**config.mk**
```make
export PLATFORM = sky130hd
export DESIGN_NAME = dcc_track_signal_generator_flat
export DESIGN_NICKNAME = d
export VERILOG_FILES = /design/src/dcc_pkg.sv /design/src/dcc_if.sv /design/src/dcc_track_signal_generator.sv /design/src/flat_wrapper.sv
export SDC_FILE = /design/constraint.sdc
export NUM_CORES = 1
export LEC_CHECK = 0
export BUFFER_PORTS_ARGS = -buffer_cell sky130_fd_sc_hd__buf_2
export CAP_MARGIN = 5
export CORE_AREA = 2 2 135 137
export CTS_BUF_LIST = sky130_fd_sc_hd__clkbuf_4 sky130_fd_sc_hd__clkbuf_8
export DETAILED_ROUTE_END_ITERATION = 10
export DIE_AREA = 0 0 137 139
export PLACE_DENSITY = 0.87
export SKIP_CTS_REPAIR_TIMING = 1
export SLEW_MARGIN = 10
export SYNTH_ARGS = -nofsm -noshare
export SYNTH_HDL_FRONTEND = slang
export SYNTH_SLANG_ARGS = --single-unit
```
**constraint.sdc**
```tcl
create_clock -name clk_i -period 3.7 [get_ports clk_i]
set_clock_uncertainty 0.2 [all_clocks]
set_input_delay 0.74 -clock clk_i [delete_from_list [all_inputs] [get_ports clk_i]]
set_output_delay 0.74 -clock clk_i [all_outputs]
set_load 0.02 [all_outputs]
```
**src/dcc_pkg.sv**
```systemverilog
// Shared types, constants and helper functions for the DCC track signal generator.
// No dependencies; the interfaces and the top level use it through scoped names.

package dcc_pkg;

  // frame geometry
  localparam int unsigned MAX_PACKET_BYTES = 7;
  localparam int unsigned PREAMBLE_BITS    = 16;
  localparam int unsigned CHAR_BITS        = 9;   // start bit plus eight data bits
  localparam int unsigned GAP_TICKS        = 2;

  // counter and index widths
  localparam int unsigned CNT_W  = $clog2(MAX_PACKET_BYTES + 1);
  localparam int unsigned IDX_W  = $clog2(MAX_PACKET_BYTES);
  localparam int unsigned BITS_W = $clog2(PREAMBLE_BITS + 1);
  localparam int unsigned HALF_W = 14;
  localparam int unsigned TIME_W = 11;
  localparam int unsigned CUT_W  = 10;

  // configuration port
  localparam int unsigned CFG_IDX_W  = 3;
  localparam int unsigned CFG_DATA_W = 14;

  typedef enum logic [CFG_IDX_W-1:0] {
    REG_ONE_HALF    = 3'd0,
    REG_ZERO_HALF   = 3'd1,
    REG_POWER_EN    = 3'd2,
    REG_CUT_DELAY   = 3'd3,
    REG_CUT_SHORT   = 3'd4
  } cfg_reg_e;

  // register reset values
  localparam logic [HALF_W-1:0] ONE_HALF_RST  = HALF_W'(58);
  localparam logic [HALF_W-1:0] ZERO_HALF_RST = HALF_W'(100);
  localparam logic [CUT_W-1:0]  CUT_DELAY_RST = CUT_W'(28);
  localparam logic [CUT_W-1:0]  CUT_SHORT_RST = CUT_W'(439);

  // frame phase, one-hot
  typedef enum logic [2:0] {
    PH_PREAMBLE = 3'b001,
    PH_DATA     = 3'b010,
    PH_END      = 3'b100
  } phase_e;

  // result item
  typedef struct packed {
    logic track_level;
    logic power_out;
    logic cutout_short;
    logic write_rejected;
    logic packet_pending;
  } result_t;

  // idle packet FF 00 FF
  localparam logic [CNT_W-1:0] IDLE_LEN = CNT_W'(3);

  function automatic logic [7:0] idle_byte(input logic [CNT_W-1:0] idx);
    logic [7:0] b;
    case (idx)
      CNT_W'(0): b = 8'hFF;
      CNT_W'(1): b = 8'h00;
      CNT_W'(2): b = 8'hFF;
      default:   b = 8'h00;
    endcase
    return b;
  endfunction

endpackage

```
**src/dcc_if.sv**
```systemverilog
// Valid/ready channel interfaces for the DCC track signal generator.
// Depends on dcc_pkg for the configuration field widths.

// input transaction: tick or packet byte write
interface dcc_in_if;
  logic       valid;
  logic       ready;
  logic       cmd;
  logic [7:0] packet_byte;
  logic       last_byte;

  modport source (output valid, cmd, packet_byte, last_byte, input ready);
  modport sink   (input valid, cmd, packet_byte, last_byte, output ready);
endinterface

// result transaction: track levels and write status
interface dcc_out_if;
  logic valid;
  logic ready;
  logic track_level;
  logic power_out;
  logic cutout_short;
  logic write_rejected;
  logic packet_pending;

  modport source (output valid, track_level, power_out, cutout_short,
                  write_rejected, packet_pending, input ready);
  modport sink   (input valid, track_level, power_out, cutout_short,
                  write_rejected, packet_pending, output ready);
endinterface

// configuration write transaction
interface dcc_cfg_if;
  logic                             valid;
  logic                             ready;
  logic [dcc_pkg::CFG_IDX_W-1:0]    index;
  logic [dcc_pkg::CFG_DATA_W-1:0]   data;

  modport source (output valid, index, data, input ready);
  modport sink   (input valid, index, data, output ready);
endinterface

```
**src/dcc_track_signal_generator.sv**
```systemverilog
// DCC track waveform generator with RailCom cutout: each transaction's result is
// registered and shown in the next cycle; one transaction accepted every cycle while the
// result register is empty or being drained (a single output register).
// Reset starts a frame at the preamble, empties the packet store, loads the
// default bit timing and cutout settings; store contents are undefined until written.
// Depends on dcc_pkg and the interfaces in dcc_if.sv.

module dcc_track_signal_generator (
  input  logic          clk_i,
  input  logic          rst_ni,
  dcc_in_if.sink        in_i,
  dcc_out_if.source     out_o,
  dcc_cfg_if.sink       cfg_i
);

  localparam int unsigned CntW  = dcc_pkg::CNT_W;
  localparam int unsigned IdxW  = dcc_pkg::IDX_W;
  localparam int unsigned BitsW = dcc_pkg::BITS_W;
  localparam int unsigned HalfW = dcc_pkg::HALF_W;
  localparam int unsigned TimeW = dcc_pkg::TIME_W;
  localparam int unsigned CutW  = dcc_pkg::CUT_W;

  // configuration registers
  logic [HalfW-1:0] one_half_q, zero_half_q;
  logic             power_en_q;
  logic [CutW-1:0]  cut_delay_q, cut_short_q;

  // frame state
  logic [7:0]          store_q [dcc_pkg::MAX_PACKET_BYTES];
  logic [CntW-1:0]     stored_count_q, stored_count_d;
  logic                packet_ready_q, packet_ready_d;
  dcc_pkg::phase_e     phase_q, phase_d;
  logic [BitsW-1:0]    bits_left_q, bits_left_d;
  logic                cur_bit_q, cur_bit_d;
  logic                second_half_q, second_half_d;
  logic [HalfW-1:0]    half_cnt_q, half_cnt_d;
  logic [TimeW-1:0]    frame_time_q, frame_time_d;
  logic [7:0]          shift_q, shift_d;
  logic [CntW-1:0]     byte_idx_q, byte_idx_d;
  logic                sending_idle_q, sending_idle_d;

  // output register
  logic                out_valid_q;
  dcc_pkg::result_t    res_q, res_d;

  logic in_fire, tick, wr, store_we;

  // configuration writes, always ready
  assign cfg_i.ready = 1'b1;

  always_ff @(posedge clk_i or negedge rst_ni) begin
    if (!rst_ni) begin
      one_half_q  <= dcc_pkg::ONE_HALF_RST;
      zero_half_q <= dcc_pkg::ZERO_HALF_RST;
      power_en_q  <= 1'b1;
      cut_delay_q <= dcc_pkg::CUT_DELAY_RST;
      cut_short_q <= dcc_pkg::CUT_SHORT_RST;
    end else if (cfg_i.valid) begin
      case (dcc_pkg::cfg_reg_e'(cfg_i.index))
        dcc_pkg::REG_ONE_HALF:  one_half_q  <= cfg_i.data;
        dcc_pkg::REG_ZERO_HALF: zero_half_q <= cfg_i.data;
        dcc_pkg::REG_POWER_EN:  power_en_q  <= cfg_i.data[0];
        dcc_pkg::REG_CUT_DELAY: cut_delay_q <= cfg_i.data[CutW-1:0];
        dcc_pkg::REG_CUT_SHORT: cut_short_q <= cfg_i.data[CutW-1:0];
        default: ;
      endcase
    end
  end

  // handshake
  assign in_i.ready = !out_valid_q || out_o.ready;
  assign in_fire    = in_i.valid && in_i.ready;
  assign tick       = in_fire && !in_i.cmd;
  assign wr         = in_fire && in_i.cmd;

  // cutout window from frame time
  logic [TimeW:0] t_ext, d_ext, s_ext;
  logic           pre, pwr_off, short_on;

  always_comb begin
    t_ext    = {1'b0, frame_time_q};
    d_ext    = (TimeW+1)'(cut_delay_q);
    s_ext    = (TimeW+1)'(cut_short_q);
    pre      = (phase_q == dcc_pkg::PH_PREAMBLE);
    pwr_off  = pre && (t_ext >= d_ext) &&
               (t_ext < d_ext + s_ext + (TimeW+1)'(2 * dcc_pkg::GAP_TICKS));
    short_on = pre && (t_ext >= d_ext + (TimeW+1)'(dcc_pkg::GAP_TICKS)) &&
               (t_ext < d_ext + (TimeW+1)'(dcc_pkg::GAP_TICKS) + s_ext);
  end

  // byte fetch for the next character
  logic            idle_new, load_idle;
  logic [CntW-1:0] idx_next, rd_idx, load_len;
  logic [7:0]      load_byte;
  logic [HalfW:0]  half_inc;
  logic [HalfW-1:0] half_len;
  logic [BitsW-1:0] bits_dec;
  logic             half_done;

  always_comb begin
    idle_new  = !(packet_ready_q && (stored_count_q != '0));
    load_idle = pre ? idle_new : sending_idle_q;
    idx_next  = byte_idx_q + CntW'(1);
    rd_idx    = pre ? '0 : idx_next;
    load_len  = load_idle ? dcc_pkg::IDLE_LEN : stored_count_q;
    load_byte = load_idle ? dcc_pkg::idle_byte(rd_idx) : store_q[rd_idx[IdxW-1:0]];
    half_len  = cur_bit_q ? one_half_q : zero_half_q;
    half_inc  = {1'b0, half_cnt_q} + (HalfW+1)'(1);
    half_done = (half_inc >= {1'b0, half_len});
    bits_dec  = (bits_left_q != '0) ? bits_left_q - BitsW'(1) : bits_left_q;
  end

  // next state and result
  always_comb begin
    stored_count_d = stored_count_q;
    packet_ready_d = packet_ready_q;
    phase_d        = phase_q;
    bits_left_d    = bits_left_q;
    cur_bit_d      = cur_bit_q;
    second_half_d  = second_half_q;
    half_cnt_d     = half_cnt_q;
    frame_time_d   = frame_time_q;
    shift_d        = shift_q;
    byte_idx_d     = byte_idx_q;
    sending_idle_d = sending_idle_q;
    store_we       = 1'b0;

    res_d.track_level    = !second_half_q;
    res_d.power_out      = pwr_off ? 1'b0 : power_en_q;
    res_d.cutout_short   = short_on;
    res_d.write_rejected = 1'b0;

    // packet byte write
    if (wr) begin
      if (packet_ready_q) begin
        res_d.write_rejected = 1'b1;
      end else if (stored_count_q >= CntW'(dcc_pkg::MAX_PACKET_BYTES)) begin
        res_d.write_rejected = 1'b1;
        stored_count_d       = '0;
      end else begin
        store_we       = 1'b1;
        stored_count_d = stored_count_q + CntW'(1);
        if (in_i.last_byte) packet_ready_d = 1'b1;
      end
    end

    // time tick
    if (tick) begin
      if (frame_time_q != '1) frame_time_d = frame_time_q + TimeW'(1);
      if (!half_done) begin
        half_cnt_d = half_inc[HalfW-1:0];
      end else begin
        half_cnt_d = '0;
        if (!second_half_q) begin
          second_half_d = 1'b1;
        end else begin
          second_half_d = 1'b0;
          bits_left_d   = bits_dec;
          case (phase_q)
            dcc_pkg::PH_PREAMBLE: begin
              if (bits_dec == '0) begin
                sending_idle_d = idle_new;
                phase_d        = dcc_pkg::PH_DATA;
                byte_idx_d     = '0;
                shift_d        = load_byte;
                bits_left_d    = BitsW'(dcc_pkg::CHAR_BITS);
                cur_bit_d      = 1'b0;
              end
            end
            dcc_pkg::PH_DATA: begin
              if (bits_dec != '0) begin
                cur_bit_d = shift_q[7];
                shift_d   = {shift_q[6:0], 1'b0};
              end else begin
                byte_idx_d = idx_next;
                if (idx_next < load_len) begin
                  shift_d     = load_byte;
                  bits_left_d = BitsW'(dcc_pkg::CHAR_BITS);
                  cur_bit_d   = 1'b0;
                end else begin
                  phase_d     = dcc_pkg::PH_END;
                  bits_left_d = BitsW'(1);
                  cur_bit_d   = 1'b1;
                end
              end
            end
            default: begin
              // closing bit done: retire the stored packet unless idle was sent, restart the preamble
              if (!sending_idle_q) begin
                packet_ready_d = 1'b0;
                stored_count_d = '0;
              end
              phase_d      = dcc_pkg::PH_PREAMBLE;
              bits_left_d  = BitsW'(dcc_pkg::PREAMBLE_BITS);
              cur_bit_d    = 1'b1;
              frame_time_d = '0;
            end
          endcase
        end
      end
    end

    // pending flag: after the write, before the tick
    res_d.packet_pending = wr ? packet_ready_d : packet_ready_q;
  end

  // state registers
  always_ff @(posedge clk_i or negedge rst_ni) begin
    if (!rst_ni) begin
      stored_count_q <= '0;
      packet_ready_q <= 1'b0;
      phase_q        <= dcc_pkg::PH_PREAMBLE;
      bits_left_q    <= BitsW'(dcc_pkg::PREAMBLE_BITS);
      cur_bit_q      <= 1'b1;
      second_half_q  <= 1'b0;
      half_cnt_q     <= '0;
      frame_time_q   <= '0;
      shift_q        <= '0;
      byte_idx_q     <= '0;
      sending_idle_q <= 1'b0;
    end else begin
      stored_count_q <= stored_count_d;
      packet_ready_q <= packet_ready_d;
      phase_q        <= phase_d;
      bits_left_q    <= bits_left_d;
      cur_bit_q      <= cur_bit_d;
      second_half_q  <= second_half_d;
      half_cnt_q     <= half_cnt_d;
      frame_time_q   <= frame_time_d;
      shift_q        <= shift_d;
      byte_idx_q     <= byte_idx_d;
      sending_idle_q <= sending_idle_d;
    end
  end

  // packet store
  always_ff @(posedge clk_i) begin
    if (store_we) store_q[stored_count_q[IdxW-1:0]] <= in_i.packet_byte;
  end

  // result register
  always_ff @(posedge clk_i or negedge rst_ni) begin
    if (!rst_ni) begin
      out_valid_q <= 1'b0;
    end else if (in_i.ready) begin
      out_valid_q <= in_fire;
    end
  end

  always_ff @(posedge clk_i) begin
    if (in_fire) res_q <= res_d;
  end

  assign out_o.valid          = out_valid_q;
  assign out_o.track_level    = res_q.track_level;
  assign out_o.power_out      = res_q.power_out;
  assign out_o.cutout_short   = res_q.cutout_short;
  assign out_o.write_rejected = res_q.write_rejected;
  assign out_o.packet_pending = res_q.packet_pending;

  // store fill never exceeds capacity
  a_count_range: assert property (@(posedge clk_i) disable iff (!rst_ni)
    stored_count_q <= CntW'(dcc_pkg::MAX_PACKET_BYTES))
    else $error("stored byte count beyond capacity");

  // a complete packet always holds at least one byte
  a_ready_nonempty: assert property (@(posedge clk_i) disable iff (!rst_ni)
    packet_ready_q |-> (stored_count_q != '0))
    else $error("packet ready with empty store");

  // data phase never points past the frame
  a_idx_in_frame: assert property (@(posedge clk_i) disable iff (!rst_ni)
    (phase_q == dcc_pkg::PH_DATA) |->
      (byte_idx_q < (sending_idle_q ? dcc_pkg::IDLE_LEN : stored_count_q)))
    else $error("byte index beyond frame length");

  // short only while power is off
  a_short_unpowered: assert property (@(posedge clk_i) disable iff (!rst_ni)
    (out_valid_q && res_q.cutout_short) |-> !res_q.power_out)
    else $error("short applied with track power on");

  // a tick result never reports a rejected write
  a_tick_no_reject: assert property (@(posedge clk_i) disable iff (!rst_ni)
    tick |=> !res_q.write_rejected)
    else $error("rejection flagged on a tick");

endmodule
```
**src/flat_wrapper.sv**
```systemverilog
// flat-port wrapper written by rule: the top's interface ports become plain ports
module dcc_track_signal_generator_flat 
  (clk_i, rst_ni, in_i_valid, in_i_cmd, in_i_packet_byte, in_i_last_byte, in_i_ready, out_o_valid, out_o_track_level, out_o_power_out, out_o_cutout_short, out_o_write_rejected, out_o_packet_pending, out_o_ready, cfg_i_valid, cfg_i_index, cfg_i_data, cfg_i_ready);
  dcc_in_if in_i_i ();
  dcc_out_if out_o_i ();
  dcc_cfg_if cfg_i_i ();
  input  logic clk_i;
  input  logic rst_ni;
  input wire logic [$bits(in_i_i.valid)-1:0] in_i_valid;
  input wire logic [$bits(in_i_i.cmd)-1:0] in_i_cmd;
  input wire logic [$bits(in_i_i.packet_byte)-1:0] in_i_packet_byte;
  input wire logic [$bits(in_i_i.last_byte)-1:0] in_i_last_byte;
  output wire logic [$bits(in_i_i.ready)-1:0] in_i_ready;
  output wire logic [$bits(out_o_i.valid)-1:0] out_o_valid;
  output wire logic [$bits(out_o_i.track_level)-1:0] out_o_track_level;
  output wire logic [$bits(out_o_i.power_out)-1:0] out_o_power_out;
  output wire logic [$bits(out_o_i.cutout_short)-1:0] out_o_cutout_short;
  output wire logic [$bits(out_o_i.write_rejected)-1:0] out_o_write_rejected;
  output wire logic [$bits(out_o_i.packet_pending)-1:0] out_o_packet_pending;
  input wire logic [$bits(out_o_i.ready)-1:0] out_o_ready;
  input wire logic [$bits(cfg_i_i.valid)-1:0] cfg_i_valid;
  input wire logic [$bits(cfg_i_i.index)-1:0] cfg_i_index;
  input wire logic [$bits(cfg_i_i.data)-1:0] cfg_i_data;
  output wire logic [$bits(cfg_i_i.ready)-1:0] cfg_i_ready;
  assign in_i_i.valid = in_i_valid;
  assign in_i_i.cmd = in_i_cmd;
  assign in_i_i.packet_byte = in_i_packet_byte;
  assign in_i_i.last_byte = in_i_last_byte;
  assign in_i_ready = in_i_i.ready;
  assign out_o_valid = out_o_i.valid;
  assign out_o_track_level = out_o_i.track_level;
  assign out_o_power_out = out_o_i.power_out;
  assign out_o_cutout_short = out_o_i.cutout_short;
  assign out_o_write_rejected = out_o_i.write_rejected;
  assign out_o_packet_pending = out_o_i.packet_pending;
  assign out_o_i.ready = out_o_ready;
  assign cfg_i_i.valid = cfg_i_valid;
  assign cfg_i_i.index = cfg_i_index;
  assign cfg_i_i.data = cfg_i_data;
  assign cfg_i_ready = cfg_i_i.ready;
  dcc_track_signal_generator u_core (.clk_i(clk_i), .rst_ni(rst_ni), .in_i(in_i_i), .out_o(out_o_i), .cfg_i(cfg_i_i));
endmodule
```
Word-level counts from Yosys, hierarchy flattened
Memories as Yosys holds them, arrays and structs flattened.
Index checks and enable logic that the tools add are counted.

word-level totals
  RAM bits = 56
  register bits after elaboration = 106
  output and inout port bits = 8
  memories kept = 1

operators by class
  reduce and logical (&&, ||, !) cells = 34
  order comparisons = 7
  add/sub/neg operators = 9
  mux-type cells = 57
  eq/ne operators = 12

memory list
  name            depth  width  rd ports  clocked after memory_dff  write ports  line                              source
  u_core.store_q  7      8      1         0                         1            dcc_track_signal_generator.sv:29  logic [7:0] store_q [dcc_pkg::MAX_PACKET_BYTES];

operators by type and width
  kind                   number
  $mux 3                 15
  $mux 11                4
  $mux 8                 5
  $mux 14                2
  $lt 11x12->1           2
  $mux 1                 22
  $reduce_and 6->1       3
  $pmux 8 s2             1
  $add 14x1->15 const B  1
  $ge 15x14->1           1
  $mux 5                 3
  $add 12x10->12         1
  $add 12x3->12 const B  1
  $eq 3x2->1 const B     4
  $ge 11x12->1           1
  $pmux 3 s2             2
  $reduce_and 2->1       6
  $add 10x10->11         1
  $add 10x2->11 const B  1
  $add 11x1->11 const B  1
  $ge 11x10->1           1
  $ne 11x11->1 const B   1
  $pmux 5 s2             1
  $reduce_bool 5->1      2
  other kinds (21)       37

Logic depth before layout (Yosys ltp)
  depth in word-level cells = 11
  depth in mapped cells = 17
  gate-level depth less buffers = 17

Least setup slack after synthesis
Ideal clock, no wire load.

  kind = register to register
  start point = register u_core.phase_q[0]
  end point = register u_core.shift_q[1]
  data required time = 3.375 ns
  cell stages (with the launch flop) = 11
  path buffers = 0
  period minus slack after synthesis = 3.584 ns
  arrival time = 3.259 ns
  setup slack = 0.116 ns
  cells stage by stage = dfstp_2 -> nor3b_1 -> o211ai_1 -> nand2_1 -> nand2_1 -> ha_1 -> o21a_1 -> o221ai_2 -> a31oi_4 -> a211oi_4 -> mux2_2

on the way
  cells in the longest elaborated chain, start to end = 9

ends and longest elaborated chain
  item                                           line                                                                 source
  start, declared                                dcc_track_signal_generator.sv:32                                     dcc_pkg::phase_e phase_q, phase_d;
  start signal, assigned                         dcc_track_signal_generator.sv:212                                    phase_q <= dcc_pkg::PH_PREAMBLE;
  start signal, assigned                         dcc_track_signal_generator.sv:224                                    phase_q <= phase_d;
  $eq 3x1->1                                     dcc_track_signal_generator.sv:84, dcc_track_signal_generator.sv:159
  $mux 3                                         dcc_track_signal_generator.sv:104                                    rd_idx = pre ? '0 : idx_next;
  $eq 3x2->1 or $logic_not 3->1 (tied branches)  dcc_pkg.sv:59                                                        case (idx)
  $reduce_or 2->1 (no line)                      n/a
  $mux 8                                         dcc_pkg.sv:59
  $mux 8                                         dcc_track_signal_generator.sv:106                                    load_byte = load_idle ? dcc_pkg::idle_byte(rd_idx) : store_q[rd_idx[IdxW-1:0]];
  $mux 8                                         dcc_track_signal_generator.sv:176                                    if (idx_next < load_len) begin
  $mux 8                                         dcc_track_signal_generator.sv:171                                    if (bits_dec != '0) begin
  $pmux 8 s2                                     dcc_track_signal_generator.sv:159                                    case (phase_q)
  end signal, assigned                           dcc_track_signal_generator.sv:230                                    shift_q <= shift_d;
  end, declared                                  dcc_track_signal_generator.sv:38                                     logic [7:0] shift_q, shift_d;

Parallel ways exist; a longest one is shown, timed or not. The select of a mux whose other input is x is not followed.
A chain may end at the register's enable or synchronous reset.

==> results.md <==
* Status: finished with violations
* Failing checks: setup timing
* Cell Area, Synth at 9980 um^2
* Clk root buf: clkbuf_8
* Area Growth Syn to Fin at 12.9%
* Final slew viol count at 0
* CP Data Required Time at 3800 ps
* Die H at around 140 um
* EDFF count, synth at 61
* Vias at slightly below 8000
* Syn_area_per_cell at 10.5 um^2
* Post-route cell area at 11300 um^2
* Synth Net Count at 1072
* Maximum clock rate at around 270 MHz
* Post-synthesis cell count at between 900 and 1000
* Vias per inst at ~6.2
* Max_cap viols at 0
* Clk_lat worst skew at 470 ps
* Starting Density at 0.565
* Clock slew at the register clock pins of the worst setup and hold paths at ~100 ps
* Crit Path Class: reg -> reg
* R2R Setup Slk at -50 ps
* Max-slew headroom at 0.558
* Core Rows at about 50
* Clk sinks at 162
* Post-route ant nets at 0
* CORE AREA at 17700 um^2
* Setup crit start kind: flop
* Wire per inst at 18.2 um
* Clock Path Buffers at 2
* Congestion Overflow GR at 0
* Layout cells sized above 1 at 0.251
* Peak VDD IR at 0.351 mV
* HPWL after DPL at 16300 um
* Post-Route WL at 23000 um
* Leakage dissipation at 4.89 nW
* YS warnings at 0
* First-pass GRT wire length at between 30000 and 40000 um
* Flip-flop and latch area at between 4000 and 5000 um^2
* Post-route clock period utilization at 1.01
* CTS tree: built
* Worst R2R Path Depth at 15
* Fin crit period at 3750 ps
* Nets@finish at 1143
* Netlist cell types at 77
* Top cell type's share of synthesized area at 0.201
* Placement Cell Area at ~11000 um^2
* ANT cells at 0
* WP data arrival at roughly 3800 ps
* Worst-Margin Slew at around 660 ps
* Number of buffers created by CTS at 17
* Dominant cells by area after synthesis: dfrtp_1 (20%), edfxtp_1 (18%), ha_1 (11%)
* Pin count of the biggest net entering global routing at 55
* Multi-input gate area at 5410 um^2
* Synth area leader: dfrtp_1
* Top FF cell, synth: dfrtp_1
* Final-layout fill cell count at 1276
* Initial antenna violation count at 0
* Final-report setup violation count at 1
* Post-synthesis sequential area ratio at 0.439
* Drt drc at 0
* Hold Crit Class: in -> async
* Hold Violations, Final at 0
* #FFs+latches synth at 162
* Ys async rst share at 0.623
* Count leader, synth: ha_1
* Die span in x at roughly 140 um
* Port buffer count at 38
* Power per cell area at 578 nW/um^2
* 1st-pass router iterations at 6
* RSZ-0062 raised after global routing: yes
* CP endpoint kind: flop
* 1st-iter DRT viols at 713
* Placement Setup Slack at -42.9 ps
* Crit Path Max Fanout at 3
* GR Util All Layers at 0.247
* H-tree depth at 4
* Placed cell count at 1227
* Hold WS at 65.0 ps
* GP Congestion at 0.923
* Die area at 19000 um^2
* Crit path setup slack, layout at -46.8 ps
* IO Pins at 40
* Commonest cells post-synth: ha_1 (86), dfrtp_1 (80), nand2_1 (64)
* Non-Filler Instances at 1265
* Vias in the first global route at 7792
-- area by class of cell --
class / instances / share of cell area
Multi-Input combinational cell: 705 / 0.480
Inverter: 49 / 0.0163
Sequential cell: 162 / 0.389
Tap cell: 229 / 0.0254
Timing Repair Buffer: 88 / 0.0526
Clock buffer: 17 / 0.0208
Clock inverter: 15 / 0.0152
-- where the power goes --
group	internal [mW]	total, mW	switching [mW]
clock network	0.519	1.29	0.773
registers	2.12	2.42	0.302
logic	1.27	2.80	1.53
total	3.91	6.52	2.61
-- worst paths after layout --
path / start / endpoint
setup / recovery: u_core.cut_delay_q[2]$_DFFE_PN1P_ / u_core.out_o.cutout_short$_DFFE_PP_
hold / removal: rst_ni / u_core.zero_half_q[11]$_DFFE_PN0P_
setup reg to reg: u_core.cut_delay_q[2]$_DFFE_PN1P_ / u_core.out_o.cutout_short$_DFFE_PP_
hold reg to reg: u_core.zero_half_q[11]$_DFFE_PN0P_ / u_core.zero_half_q[11]$_DFFE_PN0P_
max in group asynchronous: rst_ni / u_core.bits_left_q[4]$_DFFE_PN1P_
min in group clk_i: in_i_valid / u_core.out_o.valid$_DFFE_PN0N_
-- worst max-delay path: stages, from the launching register on --
cell      delay [ps]
dfstp_2          550
ha_2             270
ha_1             300
buf_4            150
a21oi_1          210
o21ai_0          180
a41o_1           320
nand3_1           90
nand2_1           80
xnor2_2          140
ha_1             290
a21oi_1          160
o22ai_1           90
nor3_1           140
o31ai_1          100
a221oi_1         300
-- through the flow --
| stage | total power, mW | util | TNS, ps |
|---|---|---|---|
| floorplan | 4.26 | - | 0 |
| global placement | 4.88 | 0.604 | 0 |
| detailed placement | 5.03 | 0.604 | -42.9 |
| CTS | 6.33 | 0.627 | -68.1 |
| global route | 6.96 | 0.638 | -276 |
| finish | 6.52 | 0.638 | -46.8 |
-- cells by family (layout without fill, tap and decap cells) --
| kind of cell | after synthesis | count (layout) | share of synthesized area |
|---|---|---|---|
| xor+xnor | 46 | 46 | 0.0404 |
| buf+inv | 85 | 169 | 0.0333 |
| compound gates | 216 | 216 | 0.150 |
| flops | 162 | 162 | 0.439 |
| mux | 81 | 81 | 0.0891 |
| simple gates | 273 | 273 | 0.135 |
| other cells | 1 | 1 | 0.000376 |
| fa+ha+maj | 88 | 88 | 0.112 |
-- registers in the layout (all words and copies together) (netlist names), 3 cells and up --
register               cells
u_core.one_half_q         14
u_core.byte_idx_q          3
u_core.cut_delay_q        10
u_core.half_cnt_q         14
u_core.bits_left_q         5
u_core.frame_time_q       11
u_core.cut_short_q        10
u_core.zero_half_q        14
u_core.stored_count_q      3
u_core.shift_q             8
u_core.phase_q             3
u_core.store_q            56
-- layer usage --
metal | track usage | share of wire | up-vias | wire length (um)
li1 | - | - | 3650 | -
met3 | 0.0537 | 0.062 | 57 | 1430
met4 | 0.0901 | 0.026 | 0 | 603
met2 | 0.403 | 0.49 | 302 | 11300
met5 | 0 | 0 | - | 0
met1 | 0.324 | 0.42 | 3849 | 9740
-- cells in the final DEF (no fill, tap or decap), drive strengths merged, types with 13 or more instances in the layout --
cell	instances
mux2	63
nand3	41
nor2	59
xor2	15
xnor2	31
dfrtp	80
a21oi	52
buf	88
nor3	26
mux2i	18
nor2b	23
inv	59
edfxtp	61
clkbuf	17
a21o	15
ha	86
o21ai	47
a31oi	13
dfstp	21
nand2	64
Power figures use the tool's default switching activity.
